`config.mk`:
```
export PLATFORM = sky130hd
export DESIGN_NAME = adts_stream_deframer_flat
export DESIGN_NICKNAME = d
export VERILOG_FILES = /design/src/rtl/core/adts_pkg.sv /design/src/rtl/core/adts_in_if.sv /design/src/rtl/core/adts_out_if.sv /design/src/rtl/core/adts_stream_deframer.sv /design/src/rtl/core/adts_step.sv /design/src/flat_wrapper.sv
export SDC_FILE = /design/constraint.sdc
export NUM_CORES = 1
export LEC_CHECK = 0
export BUFFER_PORTS_ARGS = -buffer_cell sky130_fd_sc_hd__buf_4
export CAP_MARGIN = 20
export CORE_ASPECT_RATIO = 1.25
export CORE_MARGIN = 5
export CORE_UTILIZATION = 35
export DETAILED_ROUTE_END_ITERATION = 7
export GPL_ROUTABILITY_DRIVEN = 0
export PLACE_DENSITY = 0.51
export RECOVER_POWER = 25
export SLEW_MARGIN = 20
export SYNTH_ARGS = -nofsm -noshare
export SYNTH_HDL_FRONTEND = slang
export SYNTH_HIERARCHICAL = 1
export SYNTH_SLANG_ARGS = --single-unit
```
`constraint.sdc`:
```
create_clock -name clk_i -period 4.6 [get_ports clk_i]
set_input_delay 0.23 -clock clk_i [delete_from_list [all_inputs] [get_ports clk_i]]
set_output_delay 0.23 -clock clk_i [all_outputs]
set_load 0.1 [all_outputs]
```
`src/rtl/core/adts_pkg.sv`:
```
// Shared types and constants for the ADTS stream deframer.
package adts_pkg;

  // Error codes reported on the result channel
  localparam logic [2:0] ERR_NONE      = 3'd0;
  localparam logic [2:0] ERR_BAD_SYNC  = 3'd1;
  localparam logic [2:0] ERR_BAD_LAYER = 3'd2;
  localparam logic [2:0] ERR_SHORT_LEN = 3'd3;
  localparam logic [2:0] ERR_TRUNCATED = 3'd4;

  // Header constants
  localparam logic [7:0] SYNC_BYTE   = 8'hFF;
  localparam logic [7:0] SYNC_MASK   = 8'hF0;
  localparam logic [3:0] HDR_LEN_STD = 4'd7;  // no CRC bytes
  localparam logic [3:0] HDR_LEN_CRC = 4'd9;  // two CRC bytes follow

  localparam int unsigned LEN_W = 13;

  // Deframer state carried from byte to byte
  typedef struct packed {
    logic [3:0]       hdr_pos;
    logic             crc_present;
    logic [LEN_W-1:0] frame_len;
    logic [LEN_W-1:0] remaining;
    logic             in_payload;
    logic             discarding;
  } deframe_state_t;

  // One result transaction
  typedef struct packed {
    logic             byte_valid;
    logic [7:0]       payload_byte;
    logic             frame_end;
    logic [LEN_W-1:0] frame_payload_length;
    logic             buffer_end;
    logic [2:0]       error_code;
  } deframe_result_t;

endpackage

```
`src/rtl/core/adts_in_if.sv`:
```
// Byte input channel: valid/ready handshake with one buffer byte.
interface adts_in_if;
  logic       valid;
  logic       ready;
  logic [7:0] data_byte;
  logic       buffer_last;

  modport source (output valid, output data_byte, output buffer_last, input ready);
  modport sink   (input valid, input data_byte, input buffer_last, output ready);
endinterface

```
`src/rtl/core/adts_out_if.sv`:
```
// Result channel: valid/ready handshake with one deframer result.
interface adts_out_if;
  logic                        valid;
  logic                        ready;
  logic                        byte_valid;
  logic [7:0]                  payload_byte;
  logic                        frame_end;
  logic [adts_pkg::LEN_W-1:0]  frame_payload_length;
  logic                        buffer_end;
  logic [2:0]                  error_code;

  modport source (output valid, output byte_valid, output payload_byte, output frame_end,
                  output frame_payload_length, output buffer_end, output error_code,
                  input ready);
  modport sink   (input valid, input byte_valid, input payload_byte, input frame_end,
                  input frame_payload_length, input buffer_end, input error_code,
                  output ready);
endinterface

```
`src/rtl/core/adts_stream_deframer.sv`:
```
// ADTS stream deframer top level: input register, deframing step, result register.
//
// Accepts an ADTS-framed AAC buffer one byte per transaction, with buffer_last set on the
// final byte, and returns the raw payload bytes with each frame's end marked by its payload
// length. Headers (7 bytes, or 9 with CRC) are stripped; CRC bytes are skipped unchecked.
// A byte yields at most one result transaction: payload bytes, frame completions (an empty
// frame completes on its last header byte), errors and the buffer's last byte produce one;
// other header bytes produce none. On a bad sync, nonzero layer, frame length below header
// size, or a buffer ending mid-frame, one error transaction is sent and the rest of the
// buffer is dropped silently until its last byte, which yields a plain buffer_end result.
// State returns to reset after every buffer's last byte.
// Throughput is one byte per clock: the deframer state updates combinationally per byte,
// so an input transaction can be taken every cycle while the result register is free or
// being drained. A result passes through the input register, then the result register.
// Back-pressure from the result side only stalls bytes that produce a result.
module adts_stream_deframer (
  input  logic          clk_i,
  input  logic          rst_ni,
  adts_in_if.sink       data_in_i,
  adts_out_if.source    data_out_o
);

  // input register
  logic       in_valid_q, in_valid_d;
  logic [7:0] in_byte_q;
  logic       in_last_q;

  // deframer state
  adts_pkg::deframe_state_t  state_q, state_d;
  logic                      emit;
  adts_pkg::deframe_result_t step_res;

  // result register
  logic                      out_valid_q, out_valid_d;
  adts_pkg::deframe_result_t out_res_q;

  logic out_free;
  logic advance;
  logic in_take;

  adts_step u_step (
    .state_i       (state_q),
    .data_byte_i   (in_byte_q),
    .buffer_last_i (in_last_q),
    .state_o       (state_d),
    .emit_o        (emit),
    .result_o      (step_res)
  );

  // result register can take a new transaction when empty or being drained
  assign out_free = !out_valid_q || data_out_o.ready;
  // the held byte is processed unless it needs a result slot that is still occupied
  assign advance  = in_valid_q && (!emit || out_free);

  assign data_in_i.ready = !in_valid_q || advance;
  assign in_take         = data_in_i.valid && data_in_i.ready;

  always_comb begin
    in_valid_d = in_valid_q;
    if (data_in_i.ready) in_valid_d = data_in_i.valid;
  end

  always_comb begin
    out_valid_d = out_valid_q;
    if (advance && emit) out_valid_d = 1'b1;
    else if (data_out_o.ready) out_valid_d = 1'b0;
  end

  always_ff @(posedge clk_i or negedge rst_ni) begin
    if (!rst_ni) begin
      in_valid_q  <= 1'b0;
      out_valid_q <= 1'b0;
      state_q     <= '0;
    end else begin
      in_valid_q  <= in_valid_d;
      out_valid_q <= out_valid_d;
      if (advance) state_q <= state_d;
    end
  end

  // payload registers, no reset
  always_ff @(posedge clk_i) begin
    if (in_take) begin
      in_byte_q <= data_in_i.data_byte;
      in_last_q <= data_in_i.buffer_last;
    end
    if (advance && emit) out_res_q <= step_res;
  end

  assign data_out_o.valid                = out_valid_q;
  assign data_out_o.byte_valid           = out_res_q.byte_valid;
  assign data_out_o.payload_byte         = out_res_q.payload_byte;
  assign data_out_o.frame_end            = out_res_q.frame_end;
  assign data_out_o.frame_payload_length = out_res_q.frame_payload_length;
  assign data_out_o.buffer_end           = out_res_q.buffer_end;
  assign data_out_o.error_code           = out_res_q.error_code;

endmodule

```
`src/rtl/core/adts_step.sv`:
```
// Per-byte deframing logic: next state and optional result for one byte.
module adts_step (
  input  adts_pkg::deframe_state_t  state_i,
  input  logic [7:0]                data_byte_i,
  input  logic                      buffer_last_i,
  output adts_pkg::deframe_state_t  state_o,
  output logic                      emit_o,
  output adts_pkg::deframe_result_t result_o
);

  // Header byte positions
  localparam logic [3:0] HP_SYNC0 = 4'd0;
  localparam logic [3:0] HP_SYNC1 = 4'd1;
  localparam logic [3:0] HP_BYTE2 = 4'd2;
  localparam logic [3:0] HP_LEN_HI = 4'd3;
  localparam logic [3:0] HP_LEN_MID = 4'd4;
  localparam logic [3:0] HP_LEN_LO = 4'd5;
  localparam logic [3:0] HP_TAIL = 4'd6;

  logic [3:0]                 hdr_len;
  logic [4:0]                 pos_plus1;
  logic                       done_hdr;
  logic                       completes;
  logic [adts_pkg::LEN_W-1:0] hdr_len_ext;
  logic [adts_pkg::LEN_W-1:0] pay_len;
  logic [adts_pkg::LEN_W-1:0] len_lo;
  logic [2:0]                 err;

  assign hdr_len     = state_i.crc_present ? adts_pkg::HDR_LEN_CRC : adts_pkg::HDR_LEN_STD;
  assign hdr_len_ext = {{(adts_pkg::LEN_W-4){1'b0}}, hdr_len};
  assign pos_plus1   = {1'b0, state_i.hdr_pos} + 5'd1;
  assign done_hdr    = (state_i.hdr_pos >= HP_TAIL) && (pos_plus1 >= {1'b0, hdr_len});
  assign completes   = done_hdr && (state_i.frame_len == hdr_len_ext);
  assign pay_len     = state_i.frame_len - hdr_len_ext;
  assign len_lo      = {state_i.frame_len[adts_pkg::LEN_W-1:3], data_byte_i[7:5]};

  always_comb begin
    state_o  = state_i;
    result_o = '0;
    emit_o   = 1'b0;
    err      = adts_pkg::ERR_NONE;

    if (state_i.discarding) begin
      // drop everything until the buffer closes
      if (buffer_last_i) begin
        state_o             = '0;
        emit_o              = 1'b1;
        result_o.buffer_end = 1'b1;
      end
    end else begin
      if (state_i.in_payload) begin
        if (state_i.remaining <= 13'd1) begin
          result_o.byte_valid           = 1'b1;
          result_o.payload_byte         = data_byte_i;
          result_o.frame_end            = 1'b1;
          result_o.frame_payload_length = pay_len;
          state_o.in_payload            = 1'b0;
          state_o.remaining             = '0;
          state_o.hdr_pos               = HP_SYNC0;
          emit_o                        = 1'b1;
        end else if (buffer_last_i) begin
          err = adts_pkg::ERR_TRUNCATED;
        end else begin
          result_o.byte_valid   = 1'b1;
          result_o.payload_byte = data_byte_i;
          state_o.remaining     = state_i.remaining - 13'd1;
          emit_o                = 1'b1;
        end
      end else if (buffer_last_i && !completes) begin
        err = adts_pkg::ERR_TRUNCATED;
      end else begin
        case (state_i.hdr_pos)
          HP_SYNC0: begin
            if (data_byte_i != adts_pkg::SYNC_BYTE) err = adts_pkg::ERR_BAD_SYNC;
            else state_o.hdr_pos = HP_SYNC1;
          end
          HP_SYNC1: begin
            if ((data_byte_i & adts_pkg::SYNC_MASK) != adts_pkg::SYNC_MASK) begin
              err = adts_pkg::ERR_BAD_SYNC;
            end else if (data_byte_i[2:1] != 2'b00) begin
              err = adts_pkg::ERR_BAD_LAYER;
            end else begin
              state_o.crc_present = ~data_byte_i[0];
              state_o.hdr_pos     = HP_BYTE2;
            end
          end
          HP_BYTE2: state_o.hdr_pos = HP_LEN_HI;
          HP_LEN_HI: begin
            state_o.frame_len = {data_byte_i[1:0], {(adts_pkg::LEN_W-2){1'b0}}};
            state_o.hdr_pos   = HP_LEN_MID;
          end
          HP_LEN_MID: begin
            state_o.frame_len = {state_i.frame_len[adts_pkg::LEN_W-1:11], data_byte_i, 3'b000};
            state_o.hdr_pos   = HP_LEN_LO;
          end
          HP_LEN_LO: begin
            state_o.frame_len = len_lo;
            if (len_lo < hdr_len_ext) err = adts_pkg::ERR_SHORT_LEN;
            else state_o.hdr_pos = HP_TAIL;
          end
          default: begin
            if (!done_hdr) begin
              state_o.hdr_pos = pos_plus1[3:0];
            end else begin
              state_o.hdr_pos = HP_SYNC0;
              if (completes) begin
                result_o.frame_end = 1'b1;
                emit_o             = 1'b1;
              end else begin
                state_o.in_payload = 1'b1;
                state_o.remaining  = pay_len;
              end
            end
          end
        endcase
      end

      if (err != adts_pkg::ERR_NONE) begin
        state_o             = '0;
        state_o.discarding  = ~buffer_last_i;
        result_o            = '0;
        result_o.buffer_end = buffer_last_i;
        result_o.error_code = err;
        emit_o              = 1'b1;
      end else if (buffer_last_i) begin
        state_o             = '0;
        result_o.buffer_end = 1'b1;
        emit_o              = 1'b1;
      end
    end
  end

endmodule
```
`src/flat_wrapper.sv`:
```
// flat-port wrapper written by rule: the top's interface ports become plain ports
module adts_stream_deframer_flat 
  (clk_i, rst_ni, data_in_i_valid, data_in_i_data_byte, data_in_i_buffer_last, data_in_i_ready, data_out_o_valid, data_out_o_byte_valid, data_out_o_payload_byte, data_out_o_frame_end, data_out_o_frame_payload_length, data_out_o_buffer_end, data_out_o_error_code, data_out_o_ready);
  adts_in_if data_in_i_i ();
  adts_out_if data_out_o_i ();
  input  logic clk_i;
  input  logic rst_ni;
  input wire logic [$bits(data_in_i_i.valid)-1:0] data_in_i_valid;
  input wire logic [$bits(data_in_i_i.data_byte)-1:0] data_in_i_data_byte;
  input wire logic [$bits(data_in_i_i.buffer_last)-1:0] data_in_i_buffer_last;
  output wire logic [$bits(data_in_i_i.ready)-1:0] data_in_i_ready;
  output wire logic [$bits(data_out_o_i.valid)-1:0] data_out_o_valid;
  output wire logic [$bits(data_out_o_i.byte_valid)-1:0] data_out_o_byte_valid;
  output wire logic [$bits(data_out_o_i.payload_byte)-1:0] data_out_o_payload_byte;
  output wire logic [$bits(data_out_o_i.frame_end)-1:0] data_out_o_frame_end;
  output wire logic [$bits(data_out_o_i.frame_payload_length)-1:0] data_out_o_frame_payload_length;
  output wire logic [$bits(data_out_o_i.buffer_end)-1:0] data_out_o_buffer_end;
  output wire logic [$bits(data_out_o_i.error_code)-1:0] data_out_o_error_code;
  input wire logic [$bits(data_out_o_i.ready)-1:0] data_out_o_ready;
  assign data_in_i_i.valid = data_in_i_valid;
  assign data_in_i_i.data_byte = data_in_i_data_byte;
  assign data_in_i_i.buffer_last = data_in_i_buffer_last;
  assign data_in_i_ready = data_in_i_i.ready;
  assign data_out_o_valid = data_out_o_i.valid;
  assign data_out_o_byte_valid = data_out_o_i.byte_valid;
  assign data_out_o_payload_byte = data_out_o_i.payload_byte;
  assign data_out_o_frame_end = data_out_o_i.frame_end;
  assign data_out_o_frame_payload_length = data_out_o_i.frame_payload_length;
  assign data_out_o_buffer_end = data_out_o_i.buffer_end;
  assign data_out_o_error_code = data_out_o_i.error_code;
  assign data_out_o_i.ready = data_out_o_ready;
  adts_stream_deframer u_core (.clk_i(clk_i), .rst_ni(rst_ni), .data_in_i(data_in_i_i), .data_out_o(data_out_o_i));
endmodule
```
==> impl_summary.log <==
[metrics] estimated wirelength of the detail-placed design: roughly 11 mm
[metrics] part of the Yosys area used for sequential elements: between 30 and 40%
[metrics] worst slew slack as a fraction of its limit: -48.20%
[metrics] switching power share of the total: 38.48%
[metrics] setup repair bufs after CTS: 0
[metrics] number of global-route vias before repair: approximately 4,400
[metrics] most area-consuming cells after synthesis: sky130_fd_sc_hd__edfxtp_1, sky130_fd_sc_hd__dfrtp_1, sky130_fd_sc_hd__o211ai_2, sky130_fd_sc_hd__nand4b_1, sky130_fd_sc_hd__nand2b_1
[metrics] launch point of the critical path: u_core/state_q[29]
[metrics] most repeated cell in the gate-level netlist after synthesis: sky130_fd_sc_hd__nand2_1
[metrics] area taken by flip-flops and latches: 1957 um^2
[metrics] number of antenna violations at the first check in global routing: 0
[metrics] worst skew pair latency: between 0.3 and 0.4 ns
[metrics] share of flip-flops with an asynchronous set or reset: 49.30%
[metrics] path length in cells of the critical path: 12
[metrics] Crit Path Max Fanout: 21
[metrics] number of ports placed on the die boundary: 42
[metrics] antenna fix cells: 0
[metrics] total grt overflow: 0
[metrics] portion of total power attributed to sequential cells: between 30% and 40%
[metrics] area growth from synthesis to layout: 12.96%
[metrics] clock slew at the register clock pins of the worst setup and hold paths: 0.06 ns
[metrics] arrival time of data at the critical path endpoint: 3.78 ns
[metrics] PD cells: 337.9 nW/um^2
[metrics] most used standard cells in the synthesized netlist: sky130_fd_sc_hd__nand2_1, sky130_fd_sc_hd__nor2_1, sky130_fd_sc_hd__edfxtp_1, sky130_fd_sc_hd__nand2b_1
[metrics] stage delay of the slowest cell on the critical path: 0.57 ns
[metrics] cell at the root of the clock tree: sky130_fd_sc_hd__clkbuf_16
[metrics] detailed-route DRC error count: 0
[metrics] effective utilization at floorplan: between 30% and 40%
[metrics] drt via density: 5.999
[metrics] overall power: 0.001972 W
[metrics] violated checks: capacitance limit, slew limit
[metrics] type of origin of the critical path: register
[metrics] Netlist Area Pre-Place: between 5000 and 6000 um^2
[metrics] Total Routing Usage GR: a little under a fifth
[metrics] launching point of the worst reg2reg path: u_core/state_q[29]
[metrics] proportion of power drawn by the clock network: ~33%
[metrics] transition at the pin with the smallest max-transition slack: ~2.2 ns
[metrics] Worst Setup Slack, final: about 1 ns
[metrics] area share of the leading cell type in the synthesized netlist: 20.93%
[metrics] post-DR wirelength/cell: ~21 um
[metrics] Switching Power: roughly 0.00076 W
[metrics] floorplan die area: 17,300 um^2
[metrics] Placement Setup Slack: 1.075 ns
[metrics] peak supply drop: 0.0002151 V
[metrics] worst-case clock buffer depth: 2
[metrics] Post-layout nets: slightly below 600
[metrics] min Tclk post-route: approximately 3.6 ns
[metrics] Top Family by Delay on Critical Path: compound AO/OA/AOI/OAI gates
[metrics] capturing element type of the critical path: register
[metrics] largest net degree at the start of global routing: 68
[metrics] number of max-slew violations in the final report: 36
[metrics] first-pass GRT wire length: 25.15 mm
[metrics] Die Span Y: roughly 150 um
[metrics] CTS tree: done
[metrics] number of synthesized flops with an enable pin: 36
[metrics] Chip Width: roughly 120 um
[metrics] final setup vio count: 0
[metrics] first-iteration detailed-routing DRC count: 310
[metrics] crit path max-delay cell type: sky130_fd_sc_hd__dfrtp_1
[metrics] logic gate share of total power: 28.5%
[metrics] dominant register cell in the synthesized netlist: sky130_fd_sc_hd__edfxtp_1
[metrics] Worst Setup Path Type: register to register
[metrics] leakage power summed over all cells: ~2.4 nW
[metrics] final hold violation count: 0
[metrics] cell breakdown of the critical path: ha_1, xor2_1, ha_1, o21ai_0, a21oi_1, o211ai_1, nor2_1, nor3_1, o21ai_2, and3b_2, buf_12, o211ai_1
[metrics] core outline area: around 14,000 um^2
[metrics] share of the cycle needed by the critical path after routing: about 78%
[metrics] total detailed-routing wirelength: 15.85 mm
[metrics] skew final: between 0.006 and 0.007 ns
[metrics] cell type with the largest total area after synthesis: sky130_fd_sc_hd__edfxtp_1
[metrics] area of the multi-input gates: 2910 um^2
[metrics] number of rows created at floorplan: just under 50
[metrics] data required time of the critical path: 4.81 ns
[metrics] TritonRoute pass-1 iters: 5
[metrics] setup repair after global routing missed its margin: no
[metrics] internal power component: between 0.001 and 0.0015 W
[metrics] max-cap violations: 1
[metrics] layout cell share with drive strength beyond 1: roughly a fifth
[metrics] Cell variety after synth: just over 70
[metrics] worst-case reg-to-reg path depth: 12
[metrics] number of filler cells placed in the layout: about 1,500
[metrics] count of buffers from port buffering: between 40 and 50
[metrics] DRT antenna net count: 0
[metrics] setup TNS: 0 ns
[metrics] startpoint of the lowest-slack hold path: data_in_i_data_byte[3]
[metrics] worst hold path depth: 1
[metrics] Synth Net Count: 560
[metrics] number of vias after detailed routing: roughly 4,500
[metrics] critical path buffer and inverter count: 1
[metrics] mean area per synthesized cell: 9.727 um^2
[metrics] path type of the worst min-delay path: primary input to register
[metrics] maximum level of the CTS H-tree: 3
[metrics] post-synthesis register bit count: around 70
[metrics] clock buffer count from CTS: 9
[metrics] synthesized instance count: about 530
[metrics] Sink Count: 71
[metrics] number of synthesis warnings: 6
[metrics] result of the run: finished with violations
[metrics] highest clock rate: between 0.2 and 0.3 GHz
[flip-flops by register name (all words and copies together), names as in the netlist]
name and cells:
u_core/in_last_q 1, u_core/data_out_o.frame_payload_length 13, u_core/data_out_o.frame_end 1, u_core/in_valid_q 1, u_core/state_q 33, u_core/data_out_o.buffer_end 1
u_core/data_out_o.error_code 3, u_core/data_out_o.valid 1, u_core/data_out_o.byte_valid 1, u_core/data_out_o.payload_byte 8, u_core/in_byte_q 8
[metal layers]
layer	track usage (%)	part of all wire (%)	vias up
li1	-	-	2052
met1	23.23	41	2203
met2	31.38	50	171
met3	3.110	5.7	31
met4	6.609	2.9	0
met5	0	0	-
[cells in the final DEF, fill, tap and decap left out, drive strengths merged, types with 4 or more instances in the layout]
master  instances
a21o            4
a21oi          19
a22o           17
a32o            4
and2           11
buf            44
clkbuf         22
dfrtp          35
edfxtp         36
ha             15
inv            14
nand2          57
nand2b         36
nand3           9
nand4           4
nand4b         35
nor2           42
nor3            7
nor4            4
o211ai         37
o21ai          21
o22ai           8
or3             8
xnor2           8
xor2            8
[power by group through the flow]
stage / registers (W) / logic [W] / clock network (W)
after CTS: 0.000763 / 0.000564 / 0.000660
final: 0.000762 / 0.000561 / 0.000649
after floorplan: 0.00100 / 0.000193 / 0
after global routing: 0.000769 / 0.000584 / 0.000687
after global placement: 0.000775 / 0.000557 / 0
after detailed placement: 0.000774 / 0.000562 / 0
[cell families after synthesis]
logic type	synth area share (%)
XOR/XNOR	2.713
buffers and inverters	5.911
AND/OR/NAND/NOR	25.24
adder cells (fa/ha/maj)	4.021
flip-flops	37.89
multiplexers	0.5814
AO/OA/AOI/OAI	23.64
[path summary, 6_finish.rpt]
path	endpoint	slack, ns
min	u_core/in_byte_q[3]	0.09
max in group asynchronous	u_core/state_q[7]	2.21
min in group asynchronous	u_core/state_q[14]	1.09
min reg2reg	u_core/data_out_o.valid	0.57
max reg2reg	u_core/state_q[20]	1.03
max	u_core/state_q[20]	1.03
[cell type report]
class	instances	share of cell area, %
clock inverters	4	0.3646
clock buffers	12	4.225
multi-input cells	409	49.88
inverters	14	0.9007
flip-flops and latches	71	33.54
well taps	178	3.817
repair buffers	55	7.270
[worst register-to-register path: stages (launching register included)]
cell and delay (ns):
sky130_fd_sc_hd__dfrtp_1 0.57, sky130_fd_sc_hd__ha_1 0.38, sky130_fd_sc_hd__xor2_1 0.24, sky130_fd_sc_hd__ha_1 0.21, sky130_fd_sc_hd__o21ai_0 0.09, sky130_fd_sc_hd__a21oi_1 0.21
sky130_fd_sc_hd__o211ai_1 0.21, sky130_fd_sc_hd__nor2_1 0.15, sky130_fd_sc_hd__nor3_1 0.06, sky130_fd_sc_hd__o21ai_2 0.39, sky130_fd_sc_hd__and3b_2 0.55, sky130_fd_sc_hd__buf_12 0.27
sky130_fd_sc_hd__o211ai_1 0.13
[through the flow]
step | instances | hold slack (ns) | instance area, um^2 | utilization (%)
global route | 743 | 0.08404 | 5834 | 40.32
global placement | 726 | 0.2399 | 5560 | 38.43
CTS | 743 | 0.06076 | 5838 | 40.35
floorplan | 531 | -0.06559 | 5165 | -
finish | 743 | 0.08930 | 5834 | 40.32
detailed placement | 726 | 0.2444 | 5560 | 38.43
[what timing repair did]
action,4_1_cts,5_1_grt
gates resized for setup,0,0
hold buffers,1,0
hold endpoints to repair,35,0
Note: power is estimated with default switching activity, not from simulation.
